`src/rtl/core/lfc_pkg.sv`:
```
`timescale 1ns / 1ps
`default_nettype none
// ----------------------------------------------------------------------------
// lfc_pkg
// Shared types, codes and the byte-wide CRC-16 (ISO 13239, reflected) update
// for the link frame checker.
// ----------------------------------------------------------------------------
package lfc_pkg;

    localparam int BYTE_W   = 8;
    localparam int LEN_W    = 6;
    localparam int PLEN_W   = 5;
    localparam int STATUS_W = 2;
    localparam int CRC_W    = 16;

    // frame status codes
    localparam logic [STATUS_W-1:0] STATUS_OK      = 2'd0;
    localparam logic [STATUS_W-1:0] STATUS_CRC_ERR = 2'd1;
    localparam logic [STATUS_W-1:0] STATUS_BAD_LEN = 2'd2;

    // configuration register indexes
    localparam logic CFG_ALT_CRC_INIT = 1'b0;
    localparam logic CFG_FINAL_INVERT = 1'b1;

    localparam logic [CRC_W-1:0] CRC_INIT_STD = 16'hFFFF;
    localparam logic [CRC_W-1:0] CRC_INIT_ALT = 16'h6363;
    localparam logic [CRC_W-1:0] CRC_ONES     = 16'hFFFF;

    localparam logic [PLEN_W-1:0] PLEN_MAX = 5'd31;

    typedef struct packed {
        logic                is_status;
        logic [BYTE_W-1:0]   payload_byte;
        logic [STATUS_W-1:0] frame_status;
        logic [PLEN_W-1:0]   payload_length;
    } result_t;

    // One byte through the reflected CRC-16 (x^16 + x^12 + x^5 + 1)
    function automatic logic [CRC_W-1:0] crc16_update(input logic [CRC_W-1:0] crc,
                                                      input logic [BYTE_W-1:0] b);
        logic [BYTE_W-1:0] t0;
        logic [BYTE_W-1:0] t;
        t0 = b ^ crc[7:0];
        t  = t0 ^ {t0[3:0], 4'h0};
        crc16_update = {8'h00, crc[15:8]}
                     ^ {t, 8'h00}
                     ^ {5'b00000, t, 3'b000}
                     ^ {12'h000, t[7:4]};
    endfunction

endpackage
`default_nettype wire

```
`src/rtl/core/llc_frame_check_with_crc_core.sv`:
```
`timescale 1ns / 1ps
`default_nettype none
// An accepted byte's result reaches the m_ channel in the cycle after it is
// accepted. One byte per cycle while s_ready is high; the CRC byte update and
// the countdown run in a single pass between the input port and the result
// register. The low CRC byte and accepted length bytes produce no result
// transaction. Reset (aresetn, synchronous, active low) clears frame state
// and the result valid; alt_crc_init resets to 0 and final_invert to 1.
// ----------------------------------------------------------------------------
// llc_frame_check_with_crc_core
// Receive-side link frame checker: length byte, payload pass-through and a
// CRC-16 (ISO 13239) check giving one status transaction per frame.
// ----------------------------------------------------------------------------
module llc_frame_check_with_crc_core
    import lfc_pkg::*;
#(
    parameter int MAX_FRAME_LENGTH = 33
) (
    input  wire logic                aclk,
    input  wire logic                aresetn,
    input  wire logic                cfg_wr_en,
    input  wire logic                cfg_addr,
    input  wire logic                cfg_wdata,
    input  wire logic                s_valid,
    output logic                     s_ready,
    input  wire logic [BYTE_W-1:0]   s_rx_byte,
    output logic                     m_valid,
    input  wire logic                m_ready,
    output logic                     m_is_status,
    output logic [BYTE_W-1:0]        m_payload_byte,
    output logic [STATUS_W-1:0]      m_frame_status,
    output logic [PLEN_W-1:0]        m_payload_length
);

    logic    alt_crc_init_reg;
    logic    final_invert_reg;
    logic    accept;
    logic    res_valid;
    result_t res;
    result_t m_res;

    always_ff @(posedge aclk) begin
        if (!aresetn) begin
            alt_crc_init_reg <= 1'b0;
            final_invert_reg <= 1'b1;
        end else if (cfg_wr_en) begin
            unique case (cfg_addr)
                CFG_ALT_CRC_INIT: alt_crc_init_reg <= cfg_wdata;
                CFG_FINAL_INVERT: final_invert_reg <= cfg_wdata;
                default:          ;
            endcase
        end
    end

    assign accept = s_valid && s_ready;

    lfc_frame_ctrl #(
        .MAX_FRAME_LENGTH(MAX_FRAME_LENGTH)
    ) u_frame_ctrl (
        .aclk         (aclk),
        .aresetn      (aresetn),
        .advance      (accept),
        .rx_byte      (s_rx_byte),
        .alt_crc_init (alt_crc_init_reg),
        .final_invert (final_invert_reg),
        .res_valid    (res_valid),
        .res          (res)
    );

    lfc_out_reg u_out_reg (
        .aclk       (aclk),
        .aresetn    (aresetn),
        .load       (accept),
        .res_valid  (res_valid),
        .res        (res),
        .load_ready (s_ready),
        .m_valid    (m_valid),
        .m_ready    (m_ready),
        .m_res      (m_res)
    );

    assign m_is_status      = m_res.is_status;
    assign m_payload_byte   = m_res.payload_byte;
    assign m_frame_status   = m_res.frame_status;
    assign m_payload_length = m_res.payload_length;

`ifndef ASSERT_OFF
    a_status_no_payload: assert property (@(posedge aclk) disable iff (!aresetn)
        (m_valid && m_is_status) |-> (m_payload_byte == '0))
        else $error("status transaction carries a payload byte");

    a_payload_no_status: assert property (@(posedge aclk) disable iff (!aresetn)
        (m_valid && !m_is_status) |-> (m_frame_status == STATUS_OK && m_payload_length == '0))
        else $error("payload transaction carries status fields");

    a_bad_len_zero: assert property (@(posedge aclk) disable iff (!aresetn)
        (m_valid && m_frame_status == STATUS_BAD_LEN) |-> (m_payload_length == '0))
        else $error("bad-length status reports a payload length");

    a_ready_when_empty: assert property (@(posedge aclk) disable iff (!aresetn)
        !m_valid |-> s_ready)
        else $error("input stalled with an empty result register");
`endif

endmodule
`default_nettype wire

```
`src/rtl/core/lfc_frame_ctrl.sv`:
```
`timescale 1ns / 1ps
`default_nettype none
// ----------------------------------------------------------------------------
// lfc_frame_ctrl
// Frame parser: length check, running CRC, byte countdown and the result
// item, if any, for each accepted byte.
// ----------------------------------------------------------------------------
module lfc_frame_ctrl
    import lfc_pkg::*;
#(
    parameter int MAX_FRAME_LENGTH = 33
) (
    input  wire logic              aclk,
    input  wire logic              aresetn,
    input  wire logic              advance,
    input  wire logic [BYTE_W-1:0] rx_byte,
    input  wire logic              alt_crc_init,
    input  wire logic              final_invert,
    output logic                   res_valid,
    output result_t                res
);

    logic              in_frame_reg,     in_frame_next;
    logic [LEN_W-1:0]  bytes_left_reg,   bytes_left_next;
    logic [LEN_W-1:0]  frame_length_reg, frame_length_next;
    logic [CRC_W-1:0]  crc_reg,          crc_next;
    logic [BYTE_W-1:0] crc_low_reg,      crc_low_next;

    logic              len_bad;
    logic [CRC_W-1:0]  crc_init;
    logic [CRC_W-1:0]  crc_final;
    logic [LEN_W-1:0]  plen_full;
    logic [PLEN_W-1:0] plen;
    logic              crc_ok;

    assign len_bad   = (rx_byte < 8'd2) || (rx_byte > BYTE_W'(MAX_FRAME_LENGTH));
    assign crc_init  = alt_crc_init ? CRC_INIT_ALT : CRC_INIT_STD;
    assign crc_final = final_invert ? (crc_reg ^ CRC_ONES) : crc_reg;
    assign crc_ok    = (crc_final[7:0] == crc_low_reg) && (crc_final[15:8] == rx_byte);
    assign plen_full = frame_length_reg - LEN_W'(2);
    assign plen      = (plen_full > LEN_W'(PLEN_MAX)) ? PLEN_MAX : plen_full[PLEN_W-1:0];

    always_comb begin
        in_frame_next     = in_frame_reg;
        bytes_left_next   = bytes_left_reg;
        frame_length_next = frame_length_reg;
        crc_next          = crc_reg;
        crc_low_next      = crc_low_reg;
        res_valid         = 1'b0;
        res               = '0;
        if (!in_frame_reg) begin
            if (len_bad) begin
                // reject and stay hunting for a length byte
                res_valid          = 1'b1;
                res.is_status      = 1'b1;
                res.frame_status   = STATUS_BAD_LEN;
            end else begin
                in_frame_next     = 1'b1;
                frame_length_next = rx_byte[LEN_W-1:0];
                bytes_left_next   = rx_byte[LEN_W-1:0];
                crc_next          = crc16_update(crc_init, rx_byte);
            end
        end else if (bytes_left_reg > LEN_W'(2)) begin
            crc_next         = crc16_update(crc_reg, rx_byte);
            bytes_left_next  = bytes_left_reg - LEN_W'(1);
            res_valid        = 1'b1;
            res.payload_byte = rx_byte;
        end else if (bytes_left_reg == LEN_W'(2)) begin
            // hold the low CRC byte until the high one arrives
            crc_low_next    = rx_byte;
            bytes_left_next = LEN_W'(1);
        end else begin
            in_frame_next      = 1'b0;
            bytes_left_next    = '0;
            res_valid          = 1'b1;
            res.is_status      = 1'b1;
            res.frame_status   = crc_ok ? STATUS_OK : STATUS_CRC_ERR;
            res.payload_length = plen;
        end
    end

    always_ff @(posedge aclk) begin
        if (!aresetn) begin
            in_frame_reg     <= 1'b0;
            bytes_left_reg   <= '0;
            frame_length_reg <= '0;
            crc_reg          <= '0;
            crc_low_reg      <= '0;
        end else if (advance) begin
            in_frame_reg     <= in_frame_next;
            bytes_left_reg   <= bytes_left_next;
            frame_length_reg <= frame_length_next;
            crc_reg          <= crc_next;
            crc_low_reg      <= crc_low_next;
        end
    end

endmodule
`default_nettype wire

```
`src/rtl/core/lfc_out_reg.sv`:
```
`timescale 1ns / 1ps
`default_nettype none
// ----------------------------------------------------------------------------
// lfc_out_reg
// Result register with valid/ready handshake; takes a new result whenever
// the held one is empty or leaving.
// ----------------------------------------------------------------------------
module lfc_out_reg
    import lfc_pkg::*;
(
    input  wire logic    aclk,
    input  wire logic    aresetn,
    input  wire logic    load,
    input  wire logic    res_valid,
    input  wire result_t res,
    output logic         load_ready,
    output logic         m_valid,
    input  wire logic    m_ready,
    output result_t      m_res
);

    logic    valid_reg, valid_next;
    result_t data_reg;

    assign load_ready = !valid_reg || m_ready;
    assign m_valid    = valid_reg;
    assign m_res      = data_reg;

    always_comb begin
        valid_next = valid_reg;
        if (load) begin
            valid_next = res_valid;
        end else if (m_ready) begin
            valid_next = 1'b0;
        end
    end

    always_ff @(posedge aclk) begin
        if (!aresetn) begin
            valid_reg <= 1'b0;
        end else begin
            valid_reg <= valid_next;
        end
    end

    always_ff @(posedge aclk) begin
        if (load && res_valid) begin
            data_reg <= res;
        end
    end

endmodule
`default_nettype wire
```
`config.mk`:
```
export PLATFORM = sky130hd
export DESIGN_NAME = llc_frame_check_with_crc_core
export DESIGN_NICKNAME = d
export VERILOG_FILES = /design/src/rtl/core/lfc_pkg.sv /design/src/rtl/core/llc_frame_check_with_crc_core.sv /design/src/rtl/core/lfc_frame_ctrl.sv /design/src/rtl/core/lfc_out_reg.sv
export SDC_FILE = /design/constraint.sdc
export NUM_CORES = 1
export LEC_CHECK = 0
export ABC_CLOCK_PERIOD_IN_PS = 2900
export BUFFER_PORTS_ARGS = -buffer_cell sky130_fd_sc_hd__clkbuf_2
export CAP_MARGIN = 20
export CORE_MARGIN = 3
export CORE_UTILIZATION = 45
export CTS_CLUSTER_DIAMETER = 120
export CTS_CLUSTER_SIZE = 30
export DETAILED_ROUTE_END_ITERATION = 10
export GPL_TIMING_DRIVEN = 0
export PLACE_DENSITY_LB_ADDON = 0.25
export SLEW_MARGIN = 20
export SYNTH_ARGS = -nofsm -noshare
export SYNTH_HDL_FRONTEND = slang
export SYNTH_SLANG_ARGS = --single-unit
```
`constraint.sdc`:
```
create_clock -name aclk -period 2.9 [get_ports aclk]
set_input_delay 0.145 -clock aclk [delete_from_list [all_inputs] [get_ports aclk]]
set_output_delay 0.145 -clock aclk [all_outputs]
set_load 0.05 [all_outputs]
```
==> reports/qor.yml, run 1 <==
outcome:
  status: "finished clean"
detailed_routing:
  routed_wirelength_mm: 7.17
  remaining_drc_errors: 0
  drtIter0Drc: 93
  wl_per_cell_um: 15.7
  vias_per_cell: 5.33
  antenna_left: 0
  dr_total_vias: 2430
  first_pass_iters: 4
place:
  placed_cells: 448
  pre_cts_slack_ns: 0.386
  hpwlAfterDp_mm: 5.24
  port_buffers: 24
  gp_congestion: 0.886
timing:
  setup_ws_ns: 0.384
  max_slew_margin_pct: 45.2
  fmax_mhz: 397
  period_share_pct: 86.8
  tightest_slew_ns: 0.823
  setup_tns_ns: 0
  final_max_slew_viol_count: 0
  post-route-min-period_ns: 2.52
  hold_viol_final: 0
  whs_ns: 0.0735
  fin_skew_ns: 0.00936
  grt_setup_unrepaired: "false"
  finalSetupViolations: 0
cells_and_area:
  layout.cells.non_filler: 456
  diodes: 0
  drive_above_1_share_pct: 13.2
  syn_to_final_growth_pct: 10.6
  layout.nets: 380
setup_path:
  path_class: "flip-flop to flip-flop"
  start_kind: "flip-flop"
  r2r-start: "u_frame_ctrl.in_frame_reg"
  cp.arrival_ns: 2.47
  reg2reg_depth: 4
  reg2reg_to: "u_out_reg.m_res[1]"
  rrSetupSlack_ns: 0.38
  crit_path_end_kind: "flip-flop"
  worstPathRequired_ns: 2.85
  worstPathMaxFanout: 16
yosys:
  ys_ff_latch: 56
  netlist_instances: 331
  yosys-top-cells-count: "dfxtp_1 (40), xnor2_1 (33), a21oi_1 (28), xor2_1 (28), nand2_1 (25)"
  synthMostInstantiatedCell: "dfxtp_1"
  yosysTopAreaCellShare_pct: 25.2
  avgSynthCellArea_um2: 9.60
  yosysTopAreaCell: "dfxtp_1"
  synth_cell_types: 47
  synth_nets: 349
  synth_ff_type: "dfxtp_1"
  ys_seq_area_share_pct: 40.3
  syn_area_um2: 3180
  synthTopCellsByArea: "dfxtp_1 (25%), edfxtp_1 (15%), xnor2_1 (9.1%)"
  yosys_warnings: 0
  synth_edf_count: 16
  synthArstFlopShare_pct: 0
power_and_ir_drop:
  vdd.ir_drop.worst_v: 0.000244
  leakage_nw: 1.30
  total_power_w: 0.00167
  power.density_nw_per_um2: 475
floorplan:
  die_h_um: 90.0
  core_area_um2: 6600
  start_util_pct: 48.1
  io_pins: 33
  die_area_um2: 8100
  rows: 29
  chipWidth_um: 90.0
worst_hold_path:
  hold_path.class: "input pin to flip-flop"
  hold_start: "cfg_wdata"
  holdPathStages: 3
  whs_endpoint: "final_invert_reg"
global_routing:
  globalRouteTotalUtil_pct: 18.4
  antenna_found_initial: 0
  overflow: 0
  grt_pass1_wl_mm: 12.1
  grt_pass1_vias: 2399
  grt_max_degree: 20
cts:
  holdBufCountCts: 0
  clkLatencyLatePin_ns: 0.32
  cts_buffers: 5
  cts_tree: "yes"
  cts-root-buf: "clkbuf_8"
  cts_sinks: 56
  htreeDepth: 2
  ctsResizeCount: 0
  clock_path_buffers: 2
  cts_setup_buffers: 0
  path_clk_slew_ns: 0.11
run:
  maxCapViolCount: 0
==> cells by family (layout without fill, tap and decap cells) <==
kind of cell	after synthesis	after routing	synth area share [%]
muxes	22	22	7.05
and+or+nand+nor	94	94	17.1
AOI/OAI and AO/OA	62	62	12.9
xor gates and xnor gates	61	61	16.8
DFF	56	56	40.3
adders and majority gates	3	3	1.18
buffers and inverters	33	65	4.65
==> layout make-up <==
class | count | area [µm²]
Tap cell | 93 | 116
Fill cell | 641 | 3090
Clock inverter | 3 | 26.3
Buffer | 23 | 110
Sequential cell | 56 | 1280
Multi-Input combinational cell | 242 | 1750
Inverter | 10 | 37.5
Timing Repair Buffer | 24 | 120
Clock buffer | 5 | 68.8
==> worst max path at each step <==
| stage | slack [ns] | end | startpoint | cells past startpoint |
|---|---|---|---|---|
| 4_1_cts | 0.38 | u_out_reg.m_res[5] | u_frame_ctrl.in_frame_reg | 4 |
| 2_1_floorplan | 0.25 | u_out_reg.m_res[0] | u_out_reg.m_valid | 3 |
| 6_report | 0.38 | u_out_reg.m_res[1] | u_frame_ctrl.in_frame_reg | 4 |
| 3_5_place_dp | 0.39 | u_out_reg.m_res[5] | s_rx_byte[4] | 5 |
| 3_3_place_gp | -0.006 | u_out_reg.m_res[5] | u_frame_ctrl.in_frame_reg | 4 |
| 5_1_grt | 0.15 | u_out_reg.m_res[1] | u_frame_ctrl.in_frame_reg | 4 |
==> worst max-delay path, cell delays in order, from the launching register on <==
cell and delay, ns:
dfxtp_1 0.32, clkbuf_1 0.29, clkbuf_1 0.42, o21ai_0 0.38, a21oi_2 0.74
==> layer usage <==
layer	track usage [%]	vias to the layer above	share of wire, %	routed length (µm)
met3	3.26	10	5.0	360
met2	30.8	64	45	3260
li1	-	1195	-	-
met4	4.21	0	1.3	93
met1	24.8	1161	48	3460
met5	0	-	0	0
==> per-stage QoR <==
| step | util [%] | area, µm² |
|---|---|---|
| 2_1_floorplan | - | 3180 |
| 3_3_place_gp | 51.7 | 3410 |
| 3_5_place_dp | 51.7 | 3420 |
| 4_1_cts | 53.2 | 3510 |
| 5_1_grt | 53.2 | 3510 |
| 6_report | 53.2 | 3510 |
==> layout by cell type (no fill, tap or decap), types with 5 or more instances in the layout <==
master / count
inv_1: 10
nor3_1: 6
nand2_1: 25
nor4_1: 5
nor2b_1: 21
mux2i_1: 21
nor2_1: 10
xnor2_1: 33
clkbuf_8: 5
dfxtp_1: 40
o21ai_0: 9
xor2_1: 28
and2_1: 8
clkbuf_1: 17
edfxtp_1: 16
clkbuf_2: 24
a21oi_1: 27
==> power by group <==
group          switching, W  leakage (nW)  total [W]  internal (W)
logic              0.000227         0.774   0.000348      0.000121
clock network      0.000281        0.0491   0.000459      0.000179
registers         0.0000230         0.481   0.000862      0.000839
(Power assumes the default switching activity.)
==> run 2: changes to the inputs <==
--- a/config.mk
+++ b/config.mk
@@ -9,12 +9,12 @@
 export BUFFER_PORTS_ARGS = -buffer_cell sky130_fd_sc_hd__clkbuf_2
 export CAP_MARGIN = 20
 export CORE_MARGIN = 3
-export CORE_UTILIZATION = 45
-export CTS_CLUSTER_DIAMETER = 120
+export CORE_UTILIZATION = 59
+export CTS_CLUSTER_DIAMETER = 200
 export CTS_CLUSTER_SIZE = 30
 export DETAILED_ROUTE_END_ITERATION = 10
 export GPL_TIMING_DRIVEN = 0
-export PLACE_DENSITY_LB_ADDON = 0.25
+export PLACE_DENSITY = 0.8
 export SLEW_MARGIN = 20
 export SYNTH_ARGS = -nofsm -noshare
 export SYNTH_HDL_FRONTEND = slang
==> run 2 against run 1 <==
Effect of this change: cell count down 5.0%; worst setup slack worse by 0.0076 ns; first-iteration DRC count up 67%; maximum frequency down 0.30%; critical path depth unchanged; via count up 0.82%; utilization up 15 points; critical endpoint is now u_out_reg.m_res[8].
==> reports/qor.yml, run 2 (synthesized netlist as in run 1, its figures left out) <==
detailed_routing:
  drtIter0Drc: 155
  first_pass_iters: 4
  dr_total_vias: 2450
  wl_per_cell_um: 16.3
  remaining_drc_errors: 0
  routed_wirelength_mm: 7.05
  vias_per_cell: 5.66
  antenna_left: 0
run:
  maxCapViolCount: 0
cells_and_area:
  utilization_pct: 67.8
  drive_above_1_share_pct: 13.2
  fill_cells: 399
  layout_common_cells: "dfxtp_1 (40), xnor2_1 (33), xor2_1 (28), a21oi_1 (27), nand2_1 (25)"
  final_common_cell: "dfxtp_1"
  diodes: 0
  syn_to_final_growth_pct: 10.3
  fin_area_um2: 3500
  layout.nets: 380
power_and_ir_drop:
  switching_power_w: 0.000523
  power_frac_seq_pct: 49.4
  power.density_nw_per_um2: 498
  vdd.ir_drop.worst_v: 0.000227
  p_clk_share_pct: 30.7
  switching_share_pct: 30.0
  total_power_w: 0.00174
  comb_power_share_pct: 20.0
  leakage_nw: 1.31
  p_int_w: 0.00122
outcome:
  status: "finished clean"
setup_path:
  path_class: "flip-flop to flip-flop"
  start_kind: "flip-flop"
  rrSetupSlack_ns: 0.38
  crit_top_cell: "clkbuf_1"
  slowest_stage: "a21oi_2"
  worstPathMaxFanout: 16
  worstPathRequired_ns: 2.86
  crit_path_end_kind: "flip-flop"
  path_delay_family: "compound AO/OA/AOI/OAI gates"
  cp.arrival_ns: 2.49
  reg2reg_to: "u_out_reg.m_res[8]"
  max_stage_delay_ns: 0.71
  worstPathCellList: "clkbuf_1 -> clkbuf_1 -> o21ai_0 -> a21oi_2"
  worst-path-buf-inv: 2
  r2r-start: "u_frame_ctrl.in_frame_reg"
  reg2reg_depth: 4
floorplan:
  core_area_um2: 5170
  die_area_um2: 6300
  io_pins: 33
  start_util_pct: 61.4
  die_h_um: 79.4
  rows: 26
  chipWidth_um: 79.4
timing:
  grt_setup_unrepaired: "false"
  final_max_slew_viol_count: 0
  max_slew_margin_pct: 43.5
  tightest_slew_ns: 0.842
  post-route-min-period_ns: 2.52
  finalSetupViolations: 0
  setup_tns_ns: 0
  hold_viol_final: 0
  period_share_pct: 87.0
  setup_ws_ns: 0.376
  fmax_mhz: 396
  fin_skew_ns: 0.00665
place:
  gp_congestion: 0.892
  port_buffers: 24
  placed_cell_area_um2: 3390
  hpwlAfterDp_mm: 5.01
  pre_cts_slack_ns: 0.405
global_routing:
  grt_pass1_wl_mm: 11.5
  globalRouteTotalUtil_pct: 23.7
  grt_pass1_vias: 2396
  grt_max_degree: 19
  overflow: 0
  antenna_found_initial: 0
cts:
  path_clk_slew_ns: 0.10
  cts_tree: "yes"
  cts-root-buf: "clkbuf_8"
  clock_path_buffers: 2
  cts_setup_buffers: 0
  clkLatencyLatePin_ns: 0.32
  htreeDepth: 2
  cts_sinks: 56
  holdBufCountCts: 0
  cts_buffers: 5
  ctsResizeCount: 0
worst_hold_path:
  whs_endpoint: "final_invert_reg"
  hold_path.class: "input pin to flip-flop"
  holdPathStages: 3
  hold_start: "cfg_wdata"
[run 2: worst min-delay path, cell delays in order]
cell and delay, ns:
clkbuf_2 0.09, nand3_1 0.06, nand3_1 0.07
[run 2: worst max path at each step]
stage,to,slack [ns],cells after the start,from
6_report,u_out_reg.m_res[8],0.38,4,u_frame_ctrl.in_frame_reg
3_3_place_gp,u_out_reg.m_res[1],0.08,4,u_frame_ctrl.in_frame_reg
5_1_grt,u_out_reg.m_res[2],0.19,5,u_frame_ctrl.in_frame_reg
4_1_cts,u_out_reg.m_res[2],0.39,4,u_frame_ctrl.in_frame_reg
2_1_floorplan,u_out_reg.m_res[0],0.25,3,u_out_reg.m_valid
3_5_place_dp,u_out_reg.m_res[2],0.40,4,u_frame_ctrl.in_frame_reg
[run 2: final cells by class]
class | count | area [µm²] | area share, %
timing repair buffer | 24 | 120 | 3.43
buffer | 23 | 110 | 3.14
multi-input combinational | 242 | 1750 | 50.0
inverter | 10 | 37.5 | 1.07
clock buffer | 5 | 68.8 | 1.96
sequential | 56 | 1280 | 36.6
clock inverter | 3 | 47.5 | 1.36
tap | 70 | 87.6 | 2.50
[run 2: per-stage QoR]
step | instances | hold WS (ns)
CTS | 433 | 0.0844
floorplan | 331 | 0.293
detailed placement | 425 | 0.413
global route | 433 | 0.0810
finish | 433 | 0.0801
global placement | 425 | 0.401
[run 2: power groups by stage]
stage	clock network (W)	logic, W	registers (W)
after global routing	0.000578	0.000375	0.000865
final	0.000535	0.000348	0.000861
after CTS	0.000537	0.000347	0.000861
after detailed placement	0	0.000345	0.000879
after global placement	0	0.000337	0.000878
after floorplan	0	0.000221	0.000930
[run 2: metal layers]
layer  track usage [%]  share of wire, %  vias to the layer above
met3              4.18               7.5                       13
met4              10.7               2.1                        0
li1                  -                 -                     1197
met1              29.5                43                     1146
met5                 0                 0                        -
met2              40.1                48                       94
==> run 3: changes to the inputs <==
--- a/config.mk
+++ b/config.mk
@@ -8,13 +8,15 @@
 export ABC_CLOCK_PERIOD_IN_PS = 2900
 export BUFFER_PORTS_ARGS = -buffer_cell sky130_fd_sc_hd__clkbuf_2
 export CAP_MARGIN = 20
+export CELL_PAD_IN_SITES_DETAIL_PLACEMENT = 1
+export CELL_PAD_IN_SITES_GLOBAL_PLACEMENT = 2
 export CORE_MARGIN = 3
-export CORE_UTILIZATION = 59
+export CORE_UTILIZATION = 37
 export CTS_CLUSTER_DIAMETER = 200
 export CTS_CLUSTER_SIZE = 30
 export DETAILED_ROUTE_END_ITERATION = 10
 export GPL_TIMING_DRIVEN = 0
-export PLACE_DENSITY = 0.8
+export PLACE_DENSITY_LB_ADDON = 0.1
 export SLEW_MARGIN = 20
 export SYNTH_ARGS = -nofsm -noshare
 export SYNTH_HDL_FRONTEND = slang
==> run 3 against run 2 <==
Effect of this change: maximum frequency fell by 4.1%; combinational power increased by 2%; routed wire length rose by 17%; sequential power barely moved; hold slack got worse by 0.0013 ns; non-clock buffer count unchanged; global-route usage down 6.1 points; largest cell class unchanged; worst setup slack got worse by 0.11 ns; clock skew is 0.0014 ns lower.
==> reports/qor.yml, run 3 (synthesized netlist as in run 1, its figures left out) <==
outcome:
  status: "finished clean"
cells_and_area:
  syn_to_final_growth_pct: 10.9
  drive_above_1_share_pct: 13.2
  layout_common_cells: "dfxtp_1 (40), xnor2_1 (33), xor2_1 (28), a21oi_1 (27), nand2_1 (25)"
  layout.nets: 380
  final_common_cell: "dfxtp_1"
  diodes: 0
  layout.cells.non_filler: 468
setup_path:
  reg2reg_depth: 4
  start_kind: "flip-flop"
  r2r-start: "u_frame_ctrl.in_frame_reg"
  rrSetupSlack_ns: 0.27
  worstPathRequired_ns: 2.86
  worstPathMaxFanout: 16
  cp-startpoint: "u_frame_ctrl.in_frame_reg"
  cp.arrival_ns: 2.59
  path_class: "flip-flop to flip-flop"
  crit_path_end_kind: "flip-flop"
  reg2reg_to: "u_out_reg.m_res[5]"
  endpoint: "u_out_reg.m_res[5]"
floorplan:
  chipWidth_um: 98.7
  die_area_um2: 9730
  start_util_pct: 38.5
  core_area_um2: 8260
  io_pins: 33
  die_h_um: 98.7
  rows: 33
cts:
  cts_sinks: 56
  clock_path_buffers: 2
  clkLatencyLatePin_ns: 0.32
  ctsResizeCount: 0
  cts-root-buf: "clkbuf_8"
  cts_tree: "yes"
  path_clk_slew_ns: 0.11
  cts_buffers: 5
  htreeDepth: 2
  holdBufCountCts: 0
  cts_setup_buffers: 0
timing:
  max_slew_margin_pct: 38.9
  fmax_mhz: 380
  hold_viol_final: 0
  grt_setup_unrepaired: "false"
  tightest_slew_ns: 0.916
  period_share_pct: 90.8
  finalSetupViolations: 0
  fin_skew_ns: 0.00529
  post-route-min-period_ns: 2.63
  setup_ws_ns: 0.267
  final_max_slew_viol_count: 0
power_and_ir_drop:
  vdd.ir_drop.worst_v: 0.000188
  power.density_nw_per_um2: 475
  leakage_nw: 1.30
place:
  pre_cts_slack_ns: 0.243
  hpwlAfterDp_mm: 6.21
  port_buffers: 24
  placed_cells: 460
  gp_congestion: 0.809
global_routing:
  grt_pass1_wl_mm: 13.5
  antenna_found_initial: 0
  overflow: 0
  globalRouteTotalUtil_pct: 17.6
  grt_max_degree: 19
  grt_pass1_vias: 2495
detailed_routing:
  first_pass_iters: 4
  remaining_drc_errors: 0
  wl_per_cell_um: 17.6
  antenna_left: 0
  drtIter0Drc: 72
  routed_wirelength_mm: 8.25
  dr_total_vias: 2436
  vias_per_cell: 5.21
worst_hold_path:
  hold_path.class: "input pin to flip-flop"
run:
  maxCapViolCount: 0
run 3: changes by cell type in the layout (fill, tap and decap cells not counted), sizes merged:
| cell | before | now |
|---|---|---|
| inv | 10 | 11 |
| bufinv | 1 | 0 |
run 3: report_power, final:
part           switching [W]  internal (W)
combinational       0.000233      0.000121
clock               0.000281      0.000174
sequential         0.0000230      0.000839
run 3: critical path: stages (launching register included):
cell      delay, ns
dfxtp_1        0.32
clkbuf_1       0.34
clkbuf_1       0.43
o21ai_0        0.38
a21oi_2        0.79
run 3: worst min path at each step:
stage | cells after the start | end | startpoint
floorplan | 2 | final_invert_reg | cfg_wdata
global placement | 3 | final_invert_reg | cfg_wdata
detailed placement | 3 | final_invert_reg | cfg_wdata
CTS | 3 | final_invert_reg | cfg_wdata
global route | 3 | final_invert_reg | cfg_wdata
finish | 3 | final_invert_reg | cfg_wdata
run 3: cell type report:
class                           instances  area (µm²)
Multi-Input combinational cell        242        1750
Fill cell                             987        4730
Inverter                               10        37.5
Tap cell                              105         131
Clock buffer                            5        68.8
Timing Repair Buffer                   24         120
Sequential cell                        56        1280
Buffer                                 23         110
Clock inverter                          3        22.5
run 3: stage by stage:
step	instance area [µm²]	power, W	setup TNS, ns	hold slack (ns)	utilization, %
floorplan	3180	0.00115	0	0.293	-
global placement	3430	0.00123	-1.99	0.407	41.5
detailed placement	3430	0.00124	0	0.416	41.6
CTS	3520	0.00170	0	0.0663	42.7
global route	3520	0.00176	0	0.0905	42.7
finish	3520	0.00167	0	0.0789	42.7
run 3: routing by layer:
metal | global-route usage, % | up-vias | wire length (µm)
met5 | 0 | - | 0
li1 | - | 1196 | -
met4 | 4.10 | 0 | 92
met1 | 23.4 | 1198 | 3850
met2 | 30.5 | 32 | 4120
met3 | 2.34 | 10 | 187
